==> src/rtl/core/bma_pkg.sv <==
// Package for the blocking moment accumulator: sizes, widths, controller states
// and the command/status structs shared by the controller and the datapath.
`timescale 1ns / 1ps
package bma_pkg;
	localparam int BANDS_DEF  = 4;
	localparam int DERIVS_DEF = 4;
	localparam int LEVELS_DEF = 16;

	localparam int SAMPLE_W = 32;
	localparam int STEP_W   = 31;
	localparam int SQ_W     = 63;
	localparam int LEVEL_W  = 4;

	// datapath commands
	typedef enum logic [2:0] {
		CMD_IDLE,
		CMD_LOAD,
		CMD_READ,
		CMD_PBM,
		CMD_FM,
		CMD_SM,
		CMD_WRITE,
		CMD_EMIT
	} cmd_t;

	typedef enum logic [3:0] {
		ST_IDLE,
		ST_READ,
		ST_WAIT,
		ST_PBM,
		ST_PBM_W,
		ST_FM,
		ST_FM_W,
		ST_SM,
		ST_SM_W,
		ST_WRITE,
		ST_EMIT,
		ST_CLEAR
	} state_t;

	typedef struct packed {
		cmd_t cmd;
		logic div_start;
		logic clr_write;
		logic next_level;
	} ctl_t;

	typedef struct packed {
		logic div_done;
		logic closed;
		logic last_lvl;
		logic out_busy;
		logic clr_last;
	} sts_t;
endpackage

==> src/rtl/core/bma_ctrl.sv <==
// Controller state machine: sequences the levels of one item through the datapath.
// Depends on bma_pkg.
`timescale 1ns / 1ps
module bma_ctrl (
	input  logic             clk,
	input  logic             arst_n,
	input  logic             in_fire,
	input  logic             in_ok,
	input  bma_pkg::sts_t    sts,
	output bma_pkg::ctl_t    ctl,
	output logic             idle
);
	bma_pkg::state_t state_q, state_d;

	always_ff @(posedge clk or negedge arst_n) begin
		if (!arst_n) begin
			state_q <= bma_pkg::ST_CLEAR;
		end else begin
			state_q <= state_d;
		end
	end

	always_comb begin
		state_d = state_q;
		ctl     = '{cmd: bma_pkg::CMD_IDLE, div_start: 1'b0, clr_write: 1'b0,
			next_level: 1'b0};
		idle    = 1'b0;
		unique case (state_q)
			bma_pkg::ST_CLEAR: begin
				ctl.clr_write = 1'b1;
				if (sts.clr_last) begin
					state_d = bma_pkg::ST_IDLE;
				end
			end
			bma_pkg::ST_IDLE: begin
				idle    = 1'b1;
				ctl.cmd = bma_pkg::CMD_LOAD;
				if (in_fire && in_ok) begin
					state_d = bma_pkg::ST_READ;
				end
			end
			bma_pkg::ST_READ: begin
				ctl.cmd = bma_pkg::CMD_READ;
				state_d = bma_pkg::ST_WAIT;
			end
			bma_pkg::ST_WAIT: begin
				state_d = bma_pkg::ST_PBM;
			end
			bma_pkg::ST_PBM: begin
				ctl.div_start = 1'b1;
				ctl.cmd       = bma_pkg::CMD_IDLE;
				state_d       = bma_pkg::ST_PBM_W;
			end
			bma_pkg::ST_PBM_W: begin
				if (sts.div_done) begin
					ctl.cmd = bma_pkg::CMD_PBM;
					state_d = sts.closed ? bma_pkg::ST_FM : bma_pkg::ST_WRITE;
				end
			end
			bma_pkg::ST_FM: begin
				ctl.div_start = 1'b1;
				state_d       = bma_pkg::ST_FM_W;
			end
			bma_pkg::ST_FM_W: begin
				if (sts.div_done) begin
					ctl.cmd = bma_pkg::CMD_FM;
					state_d = bma_pkg::ST_SM;
				end
			end
			bma_pkg::ST_SM: begin
				ctl.div_start = 1'b1;
				state_d       = bma_pkg::ST_SM_W;
			end
			bma_pkg::ST_SM_W: begin
				if (sts.div_done) begin
					ctl.cmd = bma_pkg::CMD_SM;
					state_d = bma_pkg::ST_WRITE;
				end
			end
			bma_pkg::ST_WRITE: begin
				if (!sts.out_busy) begin
					ctl.cmd = bma_pkg::CMD_WRITE;
					state_d = bma_pkg::ST_EMIT;
				end
			end
			bma_pkg::ST_EMIT: begin
				ctl.next_level = 1'b1;
				state_d = sts.last_lvl ? bma_pkg::ST_IDLE : bma_pkg::ST_READ;
			end
			default: state_d = bma_pkg::ST_IDLE;
		endcase
	end

`ifndef SYNTHESIS
	a_clear_no_start: assert property (@(posedge clk) disable iff (!arst_n)
		state_q == bma_pkg::ST_CLEAR |-> !ctl.div_start) else $error("div start in clear");
	a_write_free: assert property (@(posedge clk) disable iff (!arst_n)
		ctl.cmd == bma_pkg::CMD_WRITE |-> !sts.out_busy) else $error("write over busy output");
	a_emit_next: assert property (@(posedge clk) disable iff (!arst_n)
		state_q == bma_pkg::ST_EMIT && !sts.last_lvl |=> state_q == bma_pkg::ST_READ)
		else $error("emit sequencing");
`endif
endmodule

==> config.mk <==
export PLATFORM = sky130hd
export DESIGN_NAME = bma_ctrl
export DESIGN_NICKNAME = d
export VERILOG_FILES = /design/src/rtl/core/bma_pkg.sv /design/src/rtl/core/bma_ctrl.sv
export SDC_FILE = /design/constraint.sdc
export NUM_CORES = 1
export LEC_CHECK = 0
export BUFFER_PORTS_ARGS = -buffer_cell sky130_fd_sc_hd__buf_2
export CORE_AREA = 2 2 39 41
export CTS_CLUSTER_SIZE = 20
export DETAILED_ROUTE_END_ITERATION = 6
export DIE_AREA = 0 0 41 43
export PLACE_DENSITY = 0.51
export SLEW_MARGIN = 20
export SYNTH_ARGS = -nofsm -noshare
export SYNTH_HDL_FRONTEND = slang
export SYNTH_SLANG_ARGS = --single-unit
==> constraint.sdc <==
create_clock -name clk -period 1.3 [get_ports clk]
set_input_delay 0 -clock clk [delete_from_list [all_inputs] [get_ports clk]]
set_output_delay 0 -clock clk [all_outputs]
set_load 0.05 [all_outputs]
[After elaboration in Yosys (flattened, before gate mapping)]
Index checks and enable logic that the tools add are counted.
Storage, ports and cells
  register bits: 4
  bits of input ports: 9
Cells by class
  reduce and logical (&&, ||, !) cells: 4
  muxes and demuxes: 18
  eq/ne operators: 17
Operators with widths (count)
  case mux 4 bit (12 select lines): 1
  two-way mux 4 bit: 7
  case mux 3 bit (6 select lines): 1
  == test 4 x 3 -> 1 bit, second input constant: 4
  == test 4 bit, second input constant: 4
  inequality test 2 bit, second input constant: 6
  two-way mux 3 bit: 3
  == test 4 x 2 -> 1 bit, second input constant: 2
  AND reduction 6 bit: 1
  two-way mux 1 bit: 5
  == test 4 x 1 -> 1 bit, second input constant: 1
  logical NOT 4 bit: 1
  OR reduction 3 bit: 1
  two-way mux 2 bit: 1
  logical AND 1 bit: 1

[Depth between registers and ports, before layout]
Gate-level depths: netlist of run 1.
  word-level depth: 3
  gate-level depth with buffers: 5
  gate-level depth less buffers: 4

[Worst setup path before layout of run 1]
Ideal clock, no wire load.
  kind: reg2out
  from: register state_q[3]
  to: output port ctl[5] (netlist bit)
  required time: 1300 ps
  stages on the path, launching flop included: 5
  arrival: 1953 ps
  setup slack: -653 ps
  cells stage by stage: dfstp_2 > buf_6 > nor3b_2 > a21oi_1 > o21ai_0
RTL lines
  from (decl): RTL line bma_ctrl.sv:13  | bma_pkg::state_t state_q, state_d;
  from (signal assigned): RTL line bma_ctrl.sv:17  | state_q <= bma_pkg::ST_CLEAR;
  from (signal assigned): RTL line bma_ctrl.sv:19  | state_q <= state_d;
  to (decl): RTL line bma_ctrl.sv:10  | output bma_pkg::ctl_t ctl,

==> results_tabular.tex, run 1 <==
\begin{tabular}{lr}
\hline
Metric & Value \\
\hline
\multicolumn{2}{l}{\textbf{Timing}} \\
Final cycle utilization of the critical path & 112.0\% \\
Worst slew pin tran & 0.3080 ns \\
Final max-slew violation count & 0 \\
F\_max & 687.0 MHz \\
Worst path setup slack after routing & -0.1557 ns \\
Worst Clk Skew & 0.0004217 ns \\
Setup repair after global routing missed its margin & yes \\
Post-route minimum period & about 1.5 ns \\
Slew HR & between 70\% and 80\% \\
Final sum of negative setup slack & -0.7529 ns \\
Number of hold violations in the final report & 0 \\
Endpoints failing setup & 7 \\
\multicolumn{2}{l}{\textbf{Global routing}} \\
First-pass GRT wire length & 2221 um \\
Pin count of the biggest net entering global routing & 8 \\
Number of antenna violations at the first check in global routing & 0 \\
Via count of the first global-routing pass & 536 \\
Remaining global-route overflow & 0 \\
Global Route Usage Sum & 19.53\% \\
\multicolumn{2}{l}{\textbf{Place}} \\
Number of cells in the design after placement & 94 \\
Weighted congestion reported at the end of routability-driven placement & 0.7841 \\
Half-perimeter wire length of the detailed placement result & 926.3 um \\
Port bufs & 15 \\
Placement Cell Area & 633.1 um\^{}2 \\
\multicolumn{2}{l}{\textbf{CTS}} \\
TritonCTS buffer count & 3 \\
H-tree levels & 1 \\
CTS tree & built \\
Worst-Skew Late Latency & 0.25 ns \\
Sinks on the clock net & 4 \\
Max Root-Sink Buffers & 2 \\
Clock input transition at the sequential cells of the worst setup and hold paths & 0.04 ns \\
Master cell of the clock root buffer & sky130\_fd\_sc\_hd\_\_clkbuf\_4 \\
\multicolumn{2}{l}{\textbf{Layout}} \\
Count of non-filler cells in the finished layout & just over 100 \\
Max reg flops & 4 \\
Area added between synthesis and finish & 83.18\% \\
Filler instances & roughly 130 \\
\# nets final & 96 \\
Inserted Diodes & 0 \\
Most flops, register & state\_q \\
Layout cells sized above 1 & between 60\% and 70\% \\
Finished Cell Area & approximately 760 um\^{}2 \\
Post-route core utilization & between 50 and 60\% \\
Registers with the most flip-flops & state\_q (4) \\
\multicolumn{2}{l}{\textbf{Die}} \\
Die span in x & 41 um \\
Full die area & $\sim$1800 um\^{}2 \\
Count of boundary I/O pins & 16 \\
Starting Density & 30.11\% \\
Core region area & 1384 um\^{}2 \\
Std cell rows & 14 \\
Chip Height & between 40 and 50 um \\
\multicolumn{2}{l}{\textbf{Synthesis}} \\
Post-Syn Nets & 64 \\
Post-synth cell types & 26 \\
Ys flop type & sky130\_fd\_sc\_hd\_\_dfstp\_2 \\
Post-synthesis async set-or-reset flop share & 100.0\% \\
Most frequent cells after synthesis & 8 x sky130\_fd\_sc\_hd\_\_nor2\_1, 7 x sky130\_fd\_sc\_hd\_\_nand2\_1, 5 x sky130\_fd\_sc\_hd\_\_a31oi\_1 \\
Average footprint of a synthesized cell & 7.575 um\^{}2 \\
Number of synthesized flops with an enable pin & 0 \\
Yosys warning count & 0 \\
Most common cell in the netlist & sky130\_fd\_sc\_hd\_\_nor2\_1 \\
Largest cells by area after synthesis & sky130\_fd\_sc\_hd\_\_dfstp\_2 19\%, sky130\_fd\_sc\_hd\_\_buf\_6 8.1\%, sky130\_fd\_sc\_hd\_\_a31oi\_1 7.5\% \\
Sequential area share after synthesis & 24.92\% \\
Number of synthesized register bits & 4 \\
Synthesized cell area & 416.7 um\^{}2 \\
Post-synth top area cell & sky130\_fd\_sc\_hd\_\_dfstp\_2 \\
Cells after Synth & 55 \\
Share of Yosys cell area claimed by the top area cell type & 18.92\% \\
\multicolumn{2}{l}{\textbf{Power and ir drop}} \\
Leakage power total & roughly 0.34 nW \\
Power density over cell area & between 3000 and 4000 nW/um\^{}2 \\
Overall power consumption & 2.317 mW \\
Peak supply drop & 1.366 mV \\
\multicolumn{2}{l}{\textbf{Routing}} \\
Per-cell via count in the routed design & about 5.4 \\
Routed via count & roughly 550 \\
Detailed-routing iteration count for the pre-antenna-repair pass & 4 \\
Detailed Route WL & about 1400 um \\
Count of nets left with antenna violations after detail routing & 0 \\
DRC viols & 0 \\
Iter 0 DRT Violations & 24 \\
Wirelength per Cell & 13.97 um \\
\multicolumn{2}{l}{\textbf{Critical path}} \\
Kind of capture point of the worst setup path & output pin \\
Crit path launch type & register \\
Crit-path max FO & 4 \\
Critical path data arrival time & 1.46 ns \\
Data required, critical path & 1.30 ns \\
Critical Setup Path Class & reg2out \\
\multicolumn{2}{l}{\textbf{Run}} \\
Max-cap viol count & 0 \\
\multicolumn{2}{l}{\textbf{Status}} \\
Failing checks & negative setup slack \\
Result of the run & finished, violations left \\
\multicolumn{2}{l}{\textbf{Worst hold path}} \\
Hold crit path type & in2reg \\
\hline
\end{tabular}
## cell families after synthesis
group                     after synthesis  share of synthesized area [%]
buffers and inverters                   8                          13.81
and+or+nand+nor                        24                          28.83
AOI/OAI and AO/OA                      18                          30.33
DFF                                     4                          24.93
xor gates and xnor gates                1                          2.102
## worst paths after layout
| kind | from | to | slack, ns | depth (start not counted) |
|---|---|---|---|---|
| worst min-delay path | in_ok | state_q[0] | 0.03 | 5 |
| worst max register to register | state_q[1] | state_q[3] | -0.08 | 6 |
| min in group asynchronous | arst_n | state_q[2] | 0.08 | 2 |
| max in group asynchronous | arst_n | state_q[1] | 1.02 | 2 |
| worst min register to register | state_q[0] | state_q[1] | 0.69 | 3 |
| worst max-delay path | state_q[2] | ctl[4] | -0.16 | 5 |
## metrics by stage
stage          hold WS, ns  setup slack [ns]
6_report           0.03055           -0.1557
2_1_floorplan      -0.2956           -0.1858
3_5_place_dp       -0.1908           0.03010
5_1_grt            0.02560           -0.1901
3_3_place_gp       -0.1921           0.03839
4_1_cts            0.01542           -0.1268
## placed cells by master (no fill, tap or decap), types with 2 or more instances in the layout
cell / instances
sky130_fd_sc_hd__nor2_1: 4
sky130_fd_sc_hd__nand2_1: 6
sky130_fd_sc_hd__nor3_4: 2
sky130_fd_sc_hd__nor2b_1: 2
sky130_fd_sc_hd__a31oi_1: 4
sky130_fd_sc_hd__buf_4: 16
sky130_fd_sc_hd__o21ai_2: 2
sky130_fd_sc_hd__inv_1: 2
sky130_fd_sc_hd__a21oi_1: 3
sky130_fd_sc_hd__clkbuf_4: 3
sky130_fd_sc_hd__nand2_2: 2
sky130_fd_sc_hd__nor2_4: 3
sky130_fd_sc_hd__buf_6: 5
sky130_fd_sc_hd__buf_2: 8
sky130_fd_sc_hd__dfstp_2: 3
## power breakdown
part	leakage, nW	internal (mW)	switching, mW
clock network	0.0150	0.116	0.0630
registers	0.0432	0.219	0.0748
logic	0.280	0.806	1.04
## final cells by class
| cell class | count | area [um^2] | share of cell area (%) |
|---|---|---|---|
| clock buffers | 4 | 26.28 | 3.443 |
| inverters | 3 | 11.26 | 1.475 |
| multi-input cells | 43 | 339.1 | 44.43 |
| flip-flops and latches | 4 | 105.1 | 13.77 |
| well taps | 16 | 20.02 | 2.623 |
| repair buffers | 32 | 261.5 | 34.26 |
## routing by layer
metal  GRT usage [%]  wire length [um]  share of wire, %  up-vias
met1           22.11               563                40      250
met3           3.665               108               7.6        5
met5               0                 0                 0        -
met2           30.63               710                50       35
li1                -                 -                 -      258
met4           14.00                42               2.9        0
## repair_timing
action	CTS	global route
setup buffers	2	1
gates cloned	0	0
pin swaps	2	3
hold buffers	1	0
gates resized for setup	20	1
endpoints found under the hold margin	4	0
setup endpoints to repair	7	9
## worst max-delay path, cell delays in order, from the launching register on
cell	delay [ns]
sky130_fd_sc_hd__dfrtp_2	0.43
sky130_fd_sc_hd__buf_4	0.17
sky130_fd_sc_hd__a211oi_2	0.25
sky130_fd_sc_hd__a31oi_2	0.09
sky130_fd_sc_hd__nor2_4	0.12
sky130_fd_sc_hd__buf_8	0.15
(Power assumes the default switching activity.)
==> inputs of run 2 (changes only) <==
- PLACE_DENSITY: 0.51 -> 0.65
- SETUP_SLACK_MARGIN: default -> 0.5
==> results_tabular.tex, run 2 (synthesis gave the netlist of run 1 again) <==
\begin{tabular}{lr}
\hline
Metric & Value \\
\hline
\multicolumn{2}{l}{\textbf{Timing}} \\
Worst path setup slack after routing & -0.1357 ns \\
Final cycle utilization of the critical path & 110.4\% \\
F\_max & between 600 and 700 MHz \\
Post-route minimum period & 1.436 ns \\
Endpoints failing setup & 8 \\
Final sum of negative setup slack & -0.6056 ns \\
Slew HR & 77.40\% \\
Setup repair after global routing missed its margin & yes \\
Final max-slew violation count & 0 \\
Worst slew pin tran & between 0.3 and 0.4 ns \\
Worst Clk Skew & 0.01437 ns \\
Number of hold violations in the final report & 0 \\
\multicolumn{2}{l}{\textbf{Critical path}} \\
Slowest cell on the critical path & sky130\_fd\_sc\_hd\_\_dfstp\_2 \\
Data required, critical path & 1.30 ns \\
Crit-path max FO & 7 \\
Kind of capture point of the worst setup path & output pin \\
RR Startpoint & state\_q[1] \\
Critical path data arrival time & roughly 1.4 ns \\
Worst flop-to-flop path endpoint & state\_q[3] \\
Largest stage delay on the critical path & 0.60 ns \\
Number of buffer and inverter stages on the critical path & 1 \\
Critical Setup Path Class & reg2out \\
Cell type group with the largest total delay on the critical path & flip-flops \\
Critical Path, Cell by Cell & nor3b\_4 -> a21oi\_2 -> o21ai\_2 -> buf\_6 \\
Crit path launch type & register \\
Path depth of the worst reg2reg path & 6 \\
Worst-case register-to-register setup slack & -0.05 ns \\
\multicolumn{2}{l}{\textbf{Place}} \\
Number of cells in the design after placement & 90 \\
Port bufs & 15 \\
Placement Cell Area & 614.3 um\^{}2 \\
Weighted congestion reported at the end of routability-driven placement & 0.7761 \\
Half-perimeter wire length of the detailed placement result & 806.7 um \\
\multicolumn{2}{l}{\textbf{Layout}} \\
Most frequent cells in the layout & 12 x sky130\_fd\_sc\_hd\_\_buf\_6, 10 x sky130\_fd\_sc\_hd\_\_buf\_4, 8 x sky130\_fd\_sc\_hd\_\_buf\_2, 5 x sky130\_fd\_sc\_hd\_\_a31oi\_1 \\
Finished Cell Area & 799.5 um\^{}2 \\
Area added between synthesis and finish & 91.89\% \\
Seq. cell area & approximately 110 um\^{}2 \\
Registers with the most flip-flops & state\_q (4) \\
Most flops, register & state\_q \\
\# nets final & 95 \\
Max reg flops & 4 \\
Inserted Diodes & 0 \\
Post-route core utilization & roughly 58\% \\
Most frequent standard cell in the layout excluding fill and tap cells & sky130\_fd\_sc\_hd\_\_buf\_6 \\
Count of non-filler cells in the finished layout & 101 \\
Layout cells sized above 1 & 68.24\% \\
Filler instances & 119 \\
Combined area of the multi-input logic cells & between 300 and 400 um\^{}2 \\
\multicolumn{2}{l}{\textbf{Die}} \\
Core region area & roughly 1400 um\^{}2 \\
Chip Height & 43 um \\
Std cell rows & 14 \\
Full die area & 1763 um\^{}2 \\
Count of boundary I/O pins & 16 \\
Die span in x & 41 um \\
Starting Density & around 30\% \\
\multicolumn{2}{l}{\textbf{Global routing}} \\
Remaining global-route overflow & 0 \\
Number of antenna violations at the first check in global routing & 0 \\
First-pass GRT wire length & 1883 um \\
Pin count of the biggest net entering global routing & 10 \\
Global Route Usage Sum & $\sim$16\% \\
Via count of the first global-routing pass & 464 \\
\multicolumn{2}{l}{\textbf{Routing}} \\
Routed via count & 517 \\
Detailed Route WL & about 1200 um \\
Count of nets left with antenna violations after detail routing & 0 \\
Wirelength per Cell & between 10 and 15 um \\
DRC viols & 0 \\
Iter 0 DRT Violations & 5 \\
Per-cell via count in the routed design & 5.119 \\
Detailed-routing iteration count for the pre-antenna-repair pass & 4 \\
\multicolumn{2}{l}{\textbf{Status}} \\
Failing checks & negative setup slack \\
Result of the run & finished, violations left \\
\multicolumn{2}{l}{\textbf{Power and ir drop}} \\
Leakage power total & 0.3612 nW \\
Peak supply drop & approximately 1.1 mV \\
Power density over cell area & 2953 nW/um\^{}2 \\
\multicolumn{2}{l}{\textbf{Run}} \\
Max-cap viol count & 0 \\
\multicolumn{2}{l}{\textbf{CTS}} \\
CTS tree & built \\
Worst-Skew Late Latency & 0.25 ns \\
Master cell of the clock root buffer & sky130\_fd\_sc\_hd\_\_clkbuf\_4 \\
Sinks on the clock net & 4 \\
TritonCTS buffer count & 3 \\
Max Root-Sink Buffers & 2 \\
Clock input transition at the sequential cells of the worst setup and hold paths & $\sim$0.050 ns \\
H-tree levels & 1 \\
\multicolumn{2}{l}{\textbf{Worst hold path}} \\
Hold crit path type & in2reg \\
HP Start & in\_ok \\
Hold path cells & 5 \\
Endpoint with the worst hold slack & state\_q[0] \\
\hline
\end{tabular}
==> run 2: stage by stage <==
stage	hold WS [ns]	total power [mW]	setup WS (ns)
after floorplan	-0.2956	1.536	-0.1858
after global placement	-0.1954	1.758	0.02826
after detailed placement	-0.1947	1.760	0.01973
after CTS	0.005455	2.235	-0.1122
after global routing	0.03894	2.510	-0.2135
final	0.03799	2.361	-0.1357
==> run 2: power breakdown <==
group	internal [mW]	leakage, nW	switching (mW)	total [mW]
clock	0.116	0.0150	0.0647	0.181
sequential	0.219	0.0432	0.0840	0.303
combinational	0.826	0.303	1.05	1.88
==> run 2: tightest hold or removal path, cell delays in order <==
cell and delay [ns]:
sky130_fd_sc_hd__buf_2 0.10, sky130_fd_sc_hd__nand2_1 0.05, sky130_fd_sc_hd__nand2_1 0.05, sky130_fd_sc_hd__nand2_1 0.05
sky130_fd_sc_hd__nor2_1 0.03
==> run 2: area by class of cell <==
cell class	instances	area share, %
sequential	4	13.15
multi-input combinational	43	47.10
tap	16	2.504
timing repair buffer	31	32.55
inverter	3	1.408
clock buffer	4	3.286
==> run 2: worst max path at each step <==
stage / slack (ns) / from / endpoint / cells past startpoint
detailed placement: 0.02 / state_q[3] / ctl[5] / 4
CTS: -0.11 / state_q[3] / ctl[5] / 4
finish: -0.14 / state_q[3] / ctl[5] / 4
global placement: 0.03 / state_q[2] / ctl[4] / 4
floorplan: -0.19 / state_q[2] / state_q[0] / 5
global route: -0.21 / state_q[3] / ctl[5] / 4
==> run 2: repair_timing <==
item                                    in CTS  in global routing
setup buffers                                5                  1
hold buffers                                 1                  0
pin swaps                                    5                  2
endpoints found under the setup margin      11                 11
resized for setup                           22                  7
hold endpoints to repair                     4                  0
==> run 2: layer usage <==
metal	global-route usage (%)	up-vias	routed length, um
met5	0	-	0
met4	10.00	0	21
met3	3.141	2	70
met2	25.62	15	597
met1	18.63	242	535
li1	-	258	-
==> inputs of run 3 (changes only) <==
- CORE_AREA: 2 2 39 41 -> 10 10 47 49
- DIE_AREA: 0 0 41 43 -> 0 0 57 59
- GPL_TIMING_DRIVEN: default -> 0
==> results_tabular.tex, run 3 (synthesis gave the netlist of run 1 again) <==
\begin{tabular}{lr}
\hline
Metric & Value \\
\hline
\multicolumn{2}{l}{\textbf{Routing}} \\
Detailed Route WL & 1559 um \\
DRC viols & 0 \\
Count of nets left with antenna violations after detail routing & 0 \\
Wirelength per Cell & 14.44 um \\
Iter 0 DRT Violations & 3 \\
Detailed-routing iteration count for the pre-antenna-repair pass & 2 \\
Per-cell via count in the routed design & 5.046 \\
Routed via count & 545 \\
\multicolumn{2}{l}{\textbf{Critical path}} \\
Critical Setup Path Class & reg2out \\
Data required, critical path & roughly 1.3 ns \\
Crit-path max FO & 7 \\
Crit path launch type & register \\
Kind of capture point of the worst setup path & output pin \\
Critical path data arrival time & between 1 and 1.5 ns \\
\multicolumn{2}{l}{\textbf{Global routing}} \\
Most Used Layer, Global Route & met2 \\
Met1 global-route usage & 8.873\% \\
Met2 usage in global routing & 16.74\% \\
Remaining global-route overflow & 0 \\
Via count of the first global-routing pass & 580 \\
Global Route Usage Sum & 8.456\% \\
Pin count of the biggest net entering global routing & 11 \\
Number of antenna violations at the first check in global routing & 0 \\
First-pass GRT wire length & 2497 um \\
GR Layer Usage met3 & under 10\% \\
\multicolumn{2}{l}{\textbf{Layout}} \\
Inserted Diodes & 0 \\
Most flops, register & state\_q \\
Most frequent cells in the layout & 12 x sky130\_fd\_sc\_hd\_\_buf\_4, 10 x sky130\_fd\_sc\_hd\_\_buf\_6, 8 x sky130\_fd\_sc\_hd\_\_buf\_2, 5 x sky130\_fd\_sc\_hd\_\_buf\_8 \\
Most frequent standard cell in the layout excluding fill and tap cells & sky130\_fd\_sc\_hd\_\_buf\_4 \\
Layout cells sized above 1 & between 70\% and 80\% \\
Area added between synthesis and finish & 125.8\% \\
\# nets final & 102 \\
Finished Cell Area & 940.9 um\^{}2 \\
Filler instances & 121 \\
Registers with the most flip-flops & state\_q (4) \\
Seq. cell area & 103.9 um\^{}2 \\
Max reg flops & 4 \\
Combined area of the multi-input logic cells & 397.9 um\^{}2 \\
\multicolumn{2}{l}{\textbf{Timing}} \\
Final sum of negative setup slack & -0.5542 ns \\
Worst slew pin tran & $\sim$0.34 ns \\
Final max-slew violation count & 0 \\
Endpoints failing setup & 7 \\
Final cycle utilization of the critical path & 111.5\% \\
Worst Clk Skew & around 0.0024 ns \\
F\_max & 690.2 MHz \\
Number of hold violations in the final report & 0 \\
Post-route minimum period & $\sim$1.4 ns \\
Slew HR & 77.38\% \\
Worst path setup slack after routing & -0.1489 ns \\
Setup repair after global routing missed its margin & yes \\
\multicolumn{2}{l}{\textbf{Die}} \\
Std cell rows & 14 \\
Die span in x & around 57 um \\
Starting Density & 29.73\% \\
Chip Height & 59 um \\
Count of boundary I/O pins & 16 \\
Core region area & roughly 1400 um\^{}2 \\
Full die area & 3363 um\^{}2 \\
\multicolumn{2}{l}{\textbf{Status}} \\
Result of the run & finished, violations left \\
Failing checks & negative setup slack \\
\multicolumn{2}{l}{\textbf{Power and ir drop}} \\
Overall power consumption & 2.797 mW \\
Power density over cell area & about 3000 nW/um\^{}2 \\
Peak supply drop & between 1.5 and 2 mV \\
Leakage power total & 0.4095 nW \\
\multicolumn{2}{l}{\textbf{Place}} \\
Port bufs & 15 \\
Half-perimeter wire length of the detailed placement result & roughly 970 um \\
Weighted congestion reported at the end of routability-driven placement & between 0.7 and 0.8 \\
Placement Cell Area & 606.8 um\^{}2 \\
Pre-CTS setup slack & -0.1915 ns \\
\multicolumn{2}{l}{\textbf{CTS}} \\
TritonCTS buffer count & 3 \\
Max Root-Sink Buffers & 2 \\
Clock input transition at the sequential cells of the worst setup and hold paths & 0.04 ns \\
Worst-Skew Late Latency & between 0.2 and 0.25 ns \\
CTS tree & built \\
Sinks on the clock net & 4 \\
Master cell of the clock root buffer & sky130\_fd\_sc\_hd\_\_clkbuf\_4 \\
H-tree levels & 1 \\
\multicolumn{2}{l}{\textbf{Run}} \\
Max-cap viol count & 0 \\
\multicolumn{2}{l}{\textbf{Worst hold path}} \\
Hold crit path type & in2reg \\
\hline
\end{tabular}
-- run 3: changes by cell type in the layout (fill, tap and decap cells not counted), moves of 2 or more --
cell | previous run | this run
sky130_fd_sc_hd__a31oi_1 | 5 | 3
sky130_fd_sc_hd__buf_8 | 0 | 5
sky130_fd_sc_hd__a31oi_2 | 0 | 2
sky130_fd_sc_hd__buf_6 | 12 | 10
sky130_fd_sc_hd__buf_4 | 10 | 12
sky130_fd_sc_hd__nand2_4 | 4 | 2
-- run 3: final timing paths --
| path | from | slack [ns] | endpoint | cells after the start |
|---|---|---|---|---|
| worst max-delay path | state_q[3] | -0.15 | ctl[5] | 5 |
| worst min-delay path | in_ok | 0.05 | state_q[0] | 5 |
| worst max register to register | state_q[3] | -0.08 | state_q[3] | 6 |
| worst min register to register | state_q[1] | 0.67 | state_q[1] | 3 |
| max in group asynchronous | arst_n | 1.00 | state_q[1] | 2 |
| min in group asynchronous | arst_n | 0.09 | state_q[2] | 2 |
-- run 3: final cells by class --
| cell class | count | area share (%) |
|---|---|---|
| repair buffers | 33 | 32.45 |
| clock buffers | 4 | 2.793 |
| inverters | 3 | 2.128 |
| multi-input cells | 43 | 42.29 |
| flip-flops and latches | 4 | 11.04 |
| well taps | 16 | 2.128 |
| plain buffers | 5 | 7.181 |
-- run 3: critical path: stages, from the launching register on --
cell and delay, ns:
sky130_fd_sc_hd__dfstp_2 0.52, sky130_fd_sc_hd__buf_6 0.12, sky130_fd_sc_hd__nor3b_4 0.22, sky130_fd_sc_hd__a21oi_2 0.05, sky130_fd_sc_hd__o21ai_2 0.14, sky130_fd_sc_hd__buf_6 0.17
-- run 3: power breakdown --
part	internal [mW]	switching, mW	total, mW
Combinational	1.13	1.24	2.37
Clock	0.115	0.0513	0.167
Sequential	0.216	0.0494	0.265
-- run 3: layer usage --
layer | vias to the layer above | share of wire (%)
met5 | - | 0
met4 | 0 | 0.13
met3 | 2 | 5.5
met2 | 14 | 56
met1 | 261 | 38
li1 | 268 | -
-- run 3: repair_timing --
item / in CTS / in global routing
gates resized for setup: 29 / 9
hold buffers: 1 / 0
gates cloned: 0 / 1
hold endpoints to repair: 4 / 0
endpoints found under the setup margin: 11 / 11
pin swaps: 8 / 4
buffers inserted: 11 / 5
-- run 3: stage by stage --
step	hold slack, ns	util, %	instances
2_1_floorplan	-0.2956	-	55
3_5_place_dp	-0.1906	43.30	86
4_1_cts	0.03482	59.20	102
3_3_place_gp	-0.1961	43.30	86
5_1_grt	0.06647	67.14	108
6_report	0.05438	67.14	108
